**src/sv/modular_arith_unit_assert.svh**
```systemverilog
// Assertion macros shared by the modular arithmetic unit modules.
`ifndef MODULAR_ARITH_UNIT_ASSERT_SVH
`define MODULAR_ARITH_UNIT_ASSERT_SVH

// Same-cycle implication, sampled on clk, off while in reset
`define MAU_ASSERT_NOW(lbl, ante, cons, msg) \
	lbl: assert property (@(posedge clk) disable iff (!arst_n) (ante) |-> (cons)) \
		else $error(msg);

// Next-cycle implication, sampled on clk, off while in reset
`define MAU_ASSERT_NEXT(lbl, ante, cons, msg) \
	lbl: assert property (@(posedge clk) disable iff (!arst_n) (ante) |=> (cons)) \
		else $error(msg);

`endif

```
**src/sv/mau_pkg.sv**
```systemverilog
// Shared types, constants and modular helpers for the modular arithmetic unit.
package mau_pkg;

	// datapath width and bit counter width
	localparam int MW    = 32;
	localparam int CNT_W = $clog2(MW);

	localparam logic [CNT_W-1:0] CNT_LAST      = CNT_W'(MW - 1);
	localparam logic [MW-1:0]    RESET_MODULUS = MW'(1000000007);
	localparam logic [MW-1:0]    ONE           = MW'(1);
	localparam logic [MW-1:0]    TWO           = MW'(2);

	typedef enum logic [1:0] {
		OP_ADD = 2'd0,
		OP_SUB = 2'd1,
		OP_MUL = 2'd2,
		OP_DIV = 2'd3
	} op_t;

	typedef enum logic [3:0] {
		ST_IDLE,
		ST_REDUCE,
		ST_DISPATCH,
		ST_MUL,
		ST_POW_CHK,
		ST_POW_R,
		ST_POW_B,
		ST_FINAL,
		ST_DONE
	} state_t;

	// (a + b) mod m for a, b < m
	function automatic logic [MW-1:0] add_mod(input logic [MW-1:0] a,
		input logic [MW-1:0] b, input logic [MW-1:0] m);
		logic [MW:0] s;
		s = {1'b0, a} + {1'b0, b};
		if (s >= {1'b0, m}) begin
			s = s - {1'b0, m};
		end
		return s[MW-1:0];
	endfunction

	// (a - b) mod m for a, b < m; wraps through m when a < b
	function automatic logic [MW-1:0] sub_mod(input logic [MW-1:0] a,
		input logic [MW-1:0] b, input logic [MW-1:0] m);
		logic [MW-1:0] d;
		d = a - b;
		if (a < b) begin
			d = d + m;
		end
		return d;
	endfunction

endpackage

```
**src/sv/modular_arith_unit.sv**
```systemverilog
// Modular arithmetic unit: add, subtract, multiply and Fermat-inverse divide mod a register.
// One request at a time. Operand reduction and each modular multiply run bit-serially.
// Add/subtract are computed in the dispatch state after reduction; multiply runs one modular multiply.
// Divide: divisor raised to modulus-2, a squaring per bit of modulus-2 and a multiply per set bit.
// A result waits in the output register while the next request is taken.
// arst_n clears the controller and output valid; modulus resets to 1000000007.
`include "modular_arith_unit_assert.svh"

module modular_arith_unit import mau_pkg::*; (
	input  logic          clk,
	input  logic          arst_n,
	input  logic          modulus_we,
	input  logic [31:0]   modulus_wdata,
	input  logic          s_tvalid,
	output logic          s_tready,
	input  logic [63:0]   s_tdata,   // [31:0] left_operand, [63:32] right_operand
	input  logic [1:0]    s_tuser,   // [1:0] operation
	output logic          m_tvalid,
	input  logic          m_tready,
	output logic [31:0]   m_tdata    // [31:0] result
);

	state_t        state_q;
	state_t        state_d;
	logic [MW-1:0] mod_q;
	op_t           op_q;
	logic [MW-1:0] a_q;
	logic [MW-1:0] b_q;
	logic [MW-1:0] r_q;
	logic [MW-1:0] base_q;
	logic [MW-1:0] exp_q;
	logic [MW-1:0] pend_q;
	logic [MW-1:0] res_q;
	logic          out_valid_q;

	logic          in_acc;
	logic          mod_small;
	logic          red_start;
	logic          red_done_a;
	logic          red_done_b;
	logic [MW-1:0] red_a;
	logic [MW-1:0] red_b;
	logic          mul_start;
	logic [MW-1:0] mul_x;
	logic [MW-1:0] mul_y;
	logic          mul_done;
	logic [MW-1:0] mul_prod;
	logic          out_free;

	assign in_acc    = s_tvalid && s_tready;
	assign mod_small = (mod_q < TWO);
	assign out_free  = !out_valid_q || m_tready;

	// modulus register
	always_ff @(posedge clk or negedge arst_n) begin
		if (!arst_n) begin
			mod_q <= RESET_MODULUS;
		end else if (modulus_we) begin
			mod_q <= modulus_wdata;
		end
	end

	mau_reduce u_red_a (
		.clk     (clk),
		.arst_n  (arst_n),
		.start   (red_start),
		.value   (s_tdata[31:0]),
		.modulus (mod_q),
		.done    (red_done_a),
		.rem     (red_a)
	);

	mau_reduce u_red_b (
		.clk     (clk),
		.arst_n  (arst_n),
		.start   (red_start),
		.value   (s_tdata[63:32]),
		.modulus (mod_q),
		.done    (red_done_b),
		.rem     (red_b)
	);

	mau_mulmod u_mul (
		.clk     (clk),
		.arst_n  (arst_n),
		.start   (mul_start),
		.x       (mul_x),
		.y       (mul_y),
		.modulus (mod_q),
		.done    (mul_done),
		.prod    (mul_prod)
	);

	// next state
	always_comb begin
		state_d = state_q;
		unique case (state_q)
			ST_IDLE: begin
				if (in_acc) begin
					state_d = mod_small ? ST_DONE : ST_REDUCE;
				end
			end
			ST_REDUCE: begin
				if (red_done_a) begin
					state_d = ST_DISPATCH;
				end
			end
			ST_DISPATCH: begin
				unique case (op_q)
					OP_ADD, OP_SUB: state_d = ST_DONE;
					OP_MUL:         state_d = ST_MUL;
					OP_DIV:         state_d = (b_q == '0) ? ST_DONE : ST_POW_CHK;
					default:        state_d = ST_DONE;
				endcase
			end
			ST_POW_CHK: begin
				priority if (exp_q == '0) begin
					state_d = ST_FINAL;
				end else if (exp_q[0]) begin
					state_d = ST_POW_R;
				end else begin
					state_d = ST_POW_B;
				end
			end
			ST_POW_R: begin
				if (mul_done) begin
					state_d = ST_POW_B;
				end
			end
			ST_POW_B: begin
				if (mul_done) begin
					state_d = ST_POW_CHK;
				end
			end
			ST_MUL, ST_FINAL: begin
				if (mul_done) begin
					state_d = ST_DONE;
				end
			end
			ST_DONE: begin
				if (out_free) begin
					state_d = ST_IDLE;
				end
			end
			default: state_d = ST_IDLE;
		endcase
	end

	// controller outputs: handshake, unit starts and multiplier operand select
	always_comb begin
		s_tready  = (state_q == ST_IDLE);
		red_start = 1'b0;
		mul_start = 1'b0;
		mul_x     = base_q;
		mul_y     = base_q;
		unique case (state_q)
			ST_IDLE: begin
				red_start = in_acc && !mod_small;
			end
			ST_DISPATCH: begin
				mul_start = (op_q == OP_MUL);
				mul_x     = a_q;
				mul_y     = b_q;
			end
			ST_POW_CHK: begin
				mul_start = 1'b1;
				priority if (exp_q == '0) begin
					mul_x = a_q;
					mul_y = r_q;
				end else if (exp_q[0]) begin
					mul_x = r_q;
					mul_y = base_q;
				end else begin
					mul_x = base_q;
					mul_y = base_q;
				end
			end
			ST_POW_R: begin
				mul_start = mul_done;
			end
			default: begin
				mul_start = 1'b0;
			end
		endcase
	end

	// state and output valid
	always_ff @(posedge clk or negedge arst_n) begin
		if (!arst_n) begin
			state_q     <= ST_IDLE;
			out_valid_q <= 1'b0;
		end else begin
			state_q <= state_d;
			if (state_q == ST_DONE && out_free) begin
				out_valid_q <= 1'b1;
			end else if (m_tready) begin
				out_valid_q <= 1'b0;
			end
		end
	end

	// datapath registers
	always_ff @(posedge clk) begin
		unique case (state_q)
			ST_IDLE: begin
				if (in_acc) begin
					op_q   <= op_t'(s_tuser);
					pend_q <= '0;
				end
			end
			ST_REDUCE: begin
				if (red_done_a) begin
					a_q <= red_a;
					b_q <= red_b;
				end
			end
			ST_DISPATCH: begin
				unique case (op_q)
					OP_ADD:  pend_q <= add_mod(a_q, b_q, mod_q);
					OP_SUB:  pend_q <= sub_mod(a_q, b_q, mod_q);
					OP_DIV: begin
						pend_q <= '0;
						r_q    <= ONE;
						base_q <= b_q;
						exp_q  <= mod_q - TWO;
					end
					default: pend_q <= '0;
				endcase
			end
			ST_POW_R: begin
				if (mul_done) begin
					r_q <= mul_prod;
				end
			end
			ST_POW_B: begin
				if (mul_done) begin
					base_q <= mul_prod;
					exp_q  <= {1'b0, exp_q[MW-1:1]};
				end
			end
			ST_MUL, ST_FINAL: begin
				if (mul_done) begin
					pend_q <= mul_prod;
				end
			end
			ST_DONE: begin
				if (out_free) begin
					res_q <= pend_q;
				end
			end
			default: begin
			end
		endcase
	end

	assign m_tvalid = out_valid_q;
	assign m_tdata  = res_q;

	`MAU_ASSERT_NOW(a_red_in_step, 1'b1, red_done_a == red_done_b, "operand reducers out of step")
	`MAU_ASSERT_NOW(a_pend_bound, state_q == ST_DONE, pend_q == '0 || pend_q < mod_q, "result not below modulus")
	`MAU_ASSERT_NOW(a_pow_bound, state_q == ST_POW_CHK, a_q < mod_q && r_q < mod_q && base_q < mod_q, "exponentiation operand out of range")
	`MAU_ASSERT_NEXT(a_load_valid, state_q == ST_DONE && out_free, m_tvalid, "result not presented after completion")

endmodule

```
**src/sv/mau_reduce.sv**
```systemverilog
// Bit-serial remainder unit: value mod modulus, one dividend bit per cycle.
`include "modular_arith_unit_assert.svh"

module mau_reduce import mau_pkg::*; (
	input  logic          clk,
	input  logic          arst_n,
	input  logic          start,
	input  logic [MW-1:0] value,
	input  logic [MW-1:0] modulus,
	output logic          done,
	output logic [MW-1:0] rem
);

	logic             busy_q;
	logic             done_q;
	logic [CNT_W-1:0] cnt_q;
	logic [MW-1:0]    val_q;
	logic [MW-1:0]    rem_q;
	logic [MW:0]      trial;
	logic [MW:0]      trial_sub;

	// shift in next dividend bit, subtract modulus once if it fits
	assign trial     = {rem_q, val_q[MW-1]};
	assign trial_sub = (trial >= {1'b0, modulus}) ? (trial - {1'b0, modulus}) : trial;

	// control
	always_ff @(posedge clk or negedge arst_n) begin
		if (!arst_n) begin
			busy_q <= 1'b0;
			done_q <= 1'b0;
			cnt_q  <= '0;
		end else begin
			done_q <= 1'b0;
			if (start) begin
				busy_q <= 1'b1;
				cnt_q  <= CNT_LAST;
			end else if (busy_q) begin
				cnt_q <= cnt_q - 1'b1;
				if (cnt_q == '0) begin
					busy_q <= 1'b0;
					done_q <= 1'b1;
				end
			end
		end
	end

	// datapath
	always_ff @(posedge clk) begin
		if (start) begin
			val_q <= value;
			rem_q <= '0;
		end else if (busy_q) begin
			val_q <= {val_q[MW-2:0], 1'b0};
			rem_q <= trial_sub[MW-1:0];
		end
	end

	assign done = done_q;
	assign rem  = rem_q;

	`MAU_ASSERT_NOW(a_red_no_restart, start, !busy_q, "reducer restarted while busy")
	`MAU_ASSERT_NOW(a_red_rem_bound, busy_q && modulus >= TWO, rem_q < modulus, "remainder out of range")
	`MAU_ASSERT_NEXT(a_red_done_pulse, done_q, !done_q, "reducer done held for two cycles")

endmodule

```
**src/sv/mau_mulmod.sv**
```systemverilog
// Bit-serial modular multiplier: shift-and-add over the multiplier bits, LSB first.
`include "modular_arith_unit_assert.svh"

module mau_mulmod import mau_pkg::*; (
	input  logic          clk,
	input  logic          arst_n,
	input  logic          start,
	input  logic [MW-1:0] x,
	input  logic [MW-1:0] y,
	input  logic [MW-1:0] modulus,
	output logic          done,
	output logic [MW-1:0] prod
);

	logic             busy_q;
	logic             done_q;
	logic [CNT_W-1:0] cnt_q;
	logic [MW-1:0]    acc_q;
	logic [MW-1:0]    a_q;
	logic [MW-1:0]    b_q;

	// control
	always_ff @(posedge clk or negedge arst_n) begin
		if (!arst_n) begin
			busy_q <= 1'b0;
			done_q <= 1'b0;
			cnt_q  <= '0;
		end else begin
			done_q <= 1'b0;
			if (start) begin
				busy_q <= 1'b1;
				cnt_q  <= CNT_LAST;
			end else if (busy_q) begin
				cnt_q <= cnt_q - 1'b1;
				if (cnt_q == '0) begin
					busy_q <= 1'b0;
					done_q <= 1'b1;
				end
			end
		end
	end

	// accumulate a when the multiplier bit is set, double a every step
	always_ff @(posedge clk) begin
		if (start) begin
			acc_q <= '0;
			a_q   <= x;
			b_q   <= y;
		end else if (busy_q) begin
			if (b_q[0]) begin
				acc_q <= add_mod(acc_q, a_q, modulus);
			end
			a_q <= add_mod(a_q, a_q, modulus);
			b_q <= {1'b0, b_q[MW-1:1]};
		end
	end

	assign done = done_q;
	assign prod = acc_q;

	`MAU_ASSERT_NOW(a_mul_no_restart, start, !busy_q, "multiplier restarted while busy")
	`MAU_ASSERT_NOW(a_mul_op_bound, start, x < modulus && y < modulus, "multiplier operand not reduced")
	`MAU_ASSERT_NOW(a_mul_acc_bound, busy_q, acc_q < modulus && a_q < modulus, "accumulator out of range")

endmodule
```
**config.mk**
```make
export PLATFORM = sky130hd
export DESIGN_NAME = modular_arith_unit
export DESIGN_NICKNAME = d
export VERILOG_FILES = /design/src/sv/mau_pkg.sv /design/src/sv/modular_arith_unit.sv /design/src/sv/mau_reduce.sv /design/src/sv/mau_mulmod.sv
export VERILOG_INCLUDE_DIRS = /design/src /design/src/sv
export SDC_FILE = /design/constraint.sdc
export NUM_CORES = 2
export LEC_CHECK = 0
export ABC_AREA = 0
export BUFFER_PORTS_ARGS = -buffer_cell sky130_fd_sc_hd__buf_2
export CORE_ASPECT_RATIO = 1.25
export CORE_UTILIZATION = 50
export DETAILED_ROUTE_END_ITERATION = 6
export GPL_TIMING_DRIVEN = 0
export HOLD_SLACK_MARGIN = 0.03
export MAX_ROUTING_LAYER = met4
export PLACE_DENSITY = 0.69
export SLEW_MARGIN = 20
export SYNTH_ARGS = -nofsm -noshare
export SYNTH_HDL_FRONTEND = slang
export SYNTH_SLANG_ARGS = --single-unit
```
**constraint.sdc**
```tcl
create_clock -name clk -period 5.6 [get_ports clk]
set_clock_uncertainty 0.1 [all_clocks]
set_input_delay 1.12 -clock clk [delete_from_list [all_inputs] [get_ports clk]]
set_output_delay 1.12 -clock clk [all_outputs]
set_load 0.01 [all_outputs]
```
==> impl_metrics.tcl <==
set metrics [dict create \
    status "finished with violations" \
    failed_checks "design-rule violations, negative setup slack" \
    via_count 35900 \
    core_area_mm2 0.0736 \
    slowest_stage "sky130_fd_sc_hd__edfxtp_1" \
    synthesis.area_mm2 0.0374 \
    insertion_delay_ps 650 \
    yosys_register_bits 507 \
    cts_buffers 53 \
    cp_slowest_stage_delay_ps 510 \
    h-tree-depth 2 \
    distinct_cells_synth 103 \
    routabilityCongestion 1.11 \
    worst-slew-pin-transition_ps 1310 \
    synth.yosys.warnings 0 \
    synth_area_leader_cell "sky130_fd_sc_hd__edfxtp_1" \
    highest_clock_rate_mhz 176 \
    layout_worst_path_cycle_share 1.02 \
    synth-main-ff-cell "sky130_fd_sc_hd__edfxtp_1" \
    critPathLaunchType "register" \
    first_iter_violations 4683 \
    cts.root.buffer_cell "sky130_fd_sc_hd__clkbuf_16" \
    dr.pass1.iters 7 \
    grtUsageTotal 0.408 \
    rsz_0062_raised_after_global_routing "true" \
    maxCapViolations 0 \
    route.detailed.drc 11 \
    layout.filler_cells 6578 \
    power_leakage_uw 0.0176 \
    setup-violations-final 4 \
    vdd_ir_drop_max_uv 577 \
    number_of_clock_sinks 507 \
    synth.yosys.seq_area_share 0.375 \
    number_of_antenna_violations_at_the_first_check_in_global_routing 10 \
    netlist_top_cells_area "sky130_fd_sc_hd__edfxtp_1, sky130_fd_sc_hd__ha_1, sky130_fd_sc_hd__a21oi_1" \
    post-synth-top-count-cell "sky130_fd_sc_hd__nand2_1" \
    path_max_fanout 6 \
    initial_utilization 0.507 \
    timing.critical_path.mode_cell "sky130_fd_sc_hd__a21o_1" \
    route.antenna.remaining_nets 0 \
    setup_slack_ps -93.0 \
    port-buffer-count 135 \
    synth.avg_cell_area_um2 8.79 \
    clock_tree.buffer_depth 3 \
    slew_headroom 0.128 \
    drt-total-wl_um 152000 \
    via_count_of_the_first_global_routing_pass 33000 \
    final.min_clock_period_ps 5690 \
    io_pins 137 \
    maxSlewViolCount 0 \
    timing.critical_path.arrival_ps 5950 \
    dieWidth_um 246 \
    setup.worst_path.end_class "register" \
    largest_net_degree_at_the_start_of_global_routing 57 \
    grt_pass1_wl_um 218000 \
    synth_common_cells "sky130_fd_sc_hd__nand2_1, sky130_fd_sc_hd__a21oi_1, sky130_fd_sc_hd__edfxtp_1, sky130_fd_sc_hd__nor2_1, sky130_fd_sc_hd__o21ai_0" \
    timing.final.hold_violations 0 \
    post-dp-hpwl_um 114000 \
    num_rows 111 \
    mappedNetlistNets 4655 \
    cp_required_ps 5860 \
    hold_path.class "in2async" \
    fin_total_pwr_uw 29700 \
    final_net_count 4947 \
    edff_count_synth 354 \
    drt-vias-per-instance 6.45 \
    dp_slack_ps -1470 \
    area_growth_syn_to_layout_pct 16.0 \
    grt-ovfl-total 0 \
    holdBufCountCts 0 \
    wire_per_inst_um 27.4 \
    clk_transition_reported_paths_ps 60 \
    p_per_area_mw_per_mm2 684 \
    synth_cells 4249 \
    synth_async_sr_flop_share 0.112 \
    fp.dieArea_mm2 0.0758 \
    yosysTopAreaCellShare 0.285 \
    clock_tree_from_tritoncts "done" \
    layout-drive-gt1-share 0.138 \
    critical_path_class "reg2reg" \
    reg2reg_depth 25 \
    fp.dieH_um 308 \
]
## area by class of cell
type	count	area, um2	area share
Buffer	202	977	0.0225
Clock buffer	69	1460	0.0337
Inverter	163	612	0.0141
Antenna cell	14	35.0	0.000808
Clock inverter	31	310	0.00716
Timing Repair Buffer	246	1720	0.0398
Tap cell	960	1200	0.0277
Sequential cell	507	14000	0.323
Multi-Input combinational cell	3368	23000	0.531
## metrics by stage
stage               setup TNS [ps]  hold WS, ps  instances   util  area [um2]
floorplan                        0          300       4249      -       37400
global placement            -86960          302       5344  0.533       39200
detailed placement          -47830          305       5352  0.536       39500
CTS                              0          224       5505  0.575       42300
global route                 -1150          236       5554  0.589       43300
finish                        -142          236       5560  0.589       43300
## critical path: cells and delay by family (launching register included)
kind / cells / cell delay [ps]
AO/OA/AOI/OAI: 12 / 2160
flip-flops: 1 / 510
multiplexers: 1 / 280
adder cells (fa/ha/maj): 2 / 560
XOR/XNOR: 1 / 200
AND/OR/NAND/NOR: 5 / 1060
buffers and inverters: 4 / 530
## kinds of logic (layout without fill, tap and decap cells)
kind of cell / count (synthesis) / after routing / synth area share
and+or+nand+nor: 1347 / 1347 / 0.165
buffers and inverters: 374 / 711 / 0.0413
xor gates and xnor gates: 277 / 277 / 0.0650
adders and majority gates: 303 / 303 / 0.103
DFF: 507 / 507 / 0.375
other: 0 / 14 / 0
muxes: 49 / 49 / 0.0133
AOI/OAI and AO/OA: 1392 / 1392 / 0.237
## final timing paths
kind	startpoint	endpoint	slack [ps]
min reg2reg	pend_q[19]	m_tdata[19]	320
max reg2reg	b_q[5]	pend_q[23]	-90
max	b_q[5]	pend_q[23]	-90
min in group clk	pend_q[19]	m_tdata[19]	320
min	arst_n	u_red_a.cnt_q[0]	240
max in group asynchronous	arst_n	mod_q[14]	4520
## cell usage in the layout (no fill, tap or decap), types with 39 or more instances in the layout
master                      instances
sky130_fd_sc_hd__clkbuf_16         55
sky130_fd_sc_hd__nand2_1          551
sky130_fd_sc_hd__xnor2_1          166
sky130_fd_sc_hd__buf_2            176
sky130_fd_sc_hd__nor2_1           320
sky130_fd_sc_hd__clkbuf_1         141
sky130_fd_sc_hd__a21oi_1          403
sky130_fd_sc_hd__inv_1            153
sky130_fd_sc_hd__o21bai_1          39
sky130_fd_sc_hd__and2_1            41
sky130_fd_sc_hd__a31oi_1           63
sky130_fd_sc_hd__dfxtp_1           90
sky130_fd_sc_hd__edfxtp_1         354
sky130_fd_sc_hd__ha_1             275
sky130_fd_sc_hd__o21ai_0          286
sky130_fd_sc_hd__nor3_1            65
sky130_fd_sc_hd__nand3_1           71
sky130_fd_sc_hd__a21o_1           121
sky130_fd_sc_hd__buf_4             96
sky130_fd_sc_hd__a211oi_1          74
sky130_fd_sc_hd__dfrtp_1           41
sky130_fd_sc_hd__nor2b_1           51
sky130_fd_sc_hd__nand2b_1          39
sky130_fd_sc_hd__xor2_1            83
sky130_fd_sc_hd__a22oi_1           72
sky130_fd_sc_hd__nand4_1           42
## routing by layer
metal | global-route usage | vias to the layer above | wire (um)
met4 | 0.344 | 0 | 16700
li1 | - | 16200 | -
met5 | - | - | 0
met1 | 0.471 | 16900 | 54200
met2 | 0.588 | 2142 | 64300
met3 | 0.108 | 638 | 17100
## timing repair
| action | CTS | global route |
|---|---|---|
| setup buffers | 56 | 38 |
| gates cloned | 1 | 0 |
| setup endpoints to repair | 64 | 64 |
| resized for setup | 120 | 126 |
| pin swaps | 45 | 50 |
## power by group
group / switching [uW] / internal [uW]
logic: 11200 / 7370
clock network: 1660 / 2040
registers: 1480 / 5870
No activity file was read; power rests on OpenSTA's default activity.
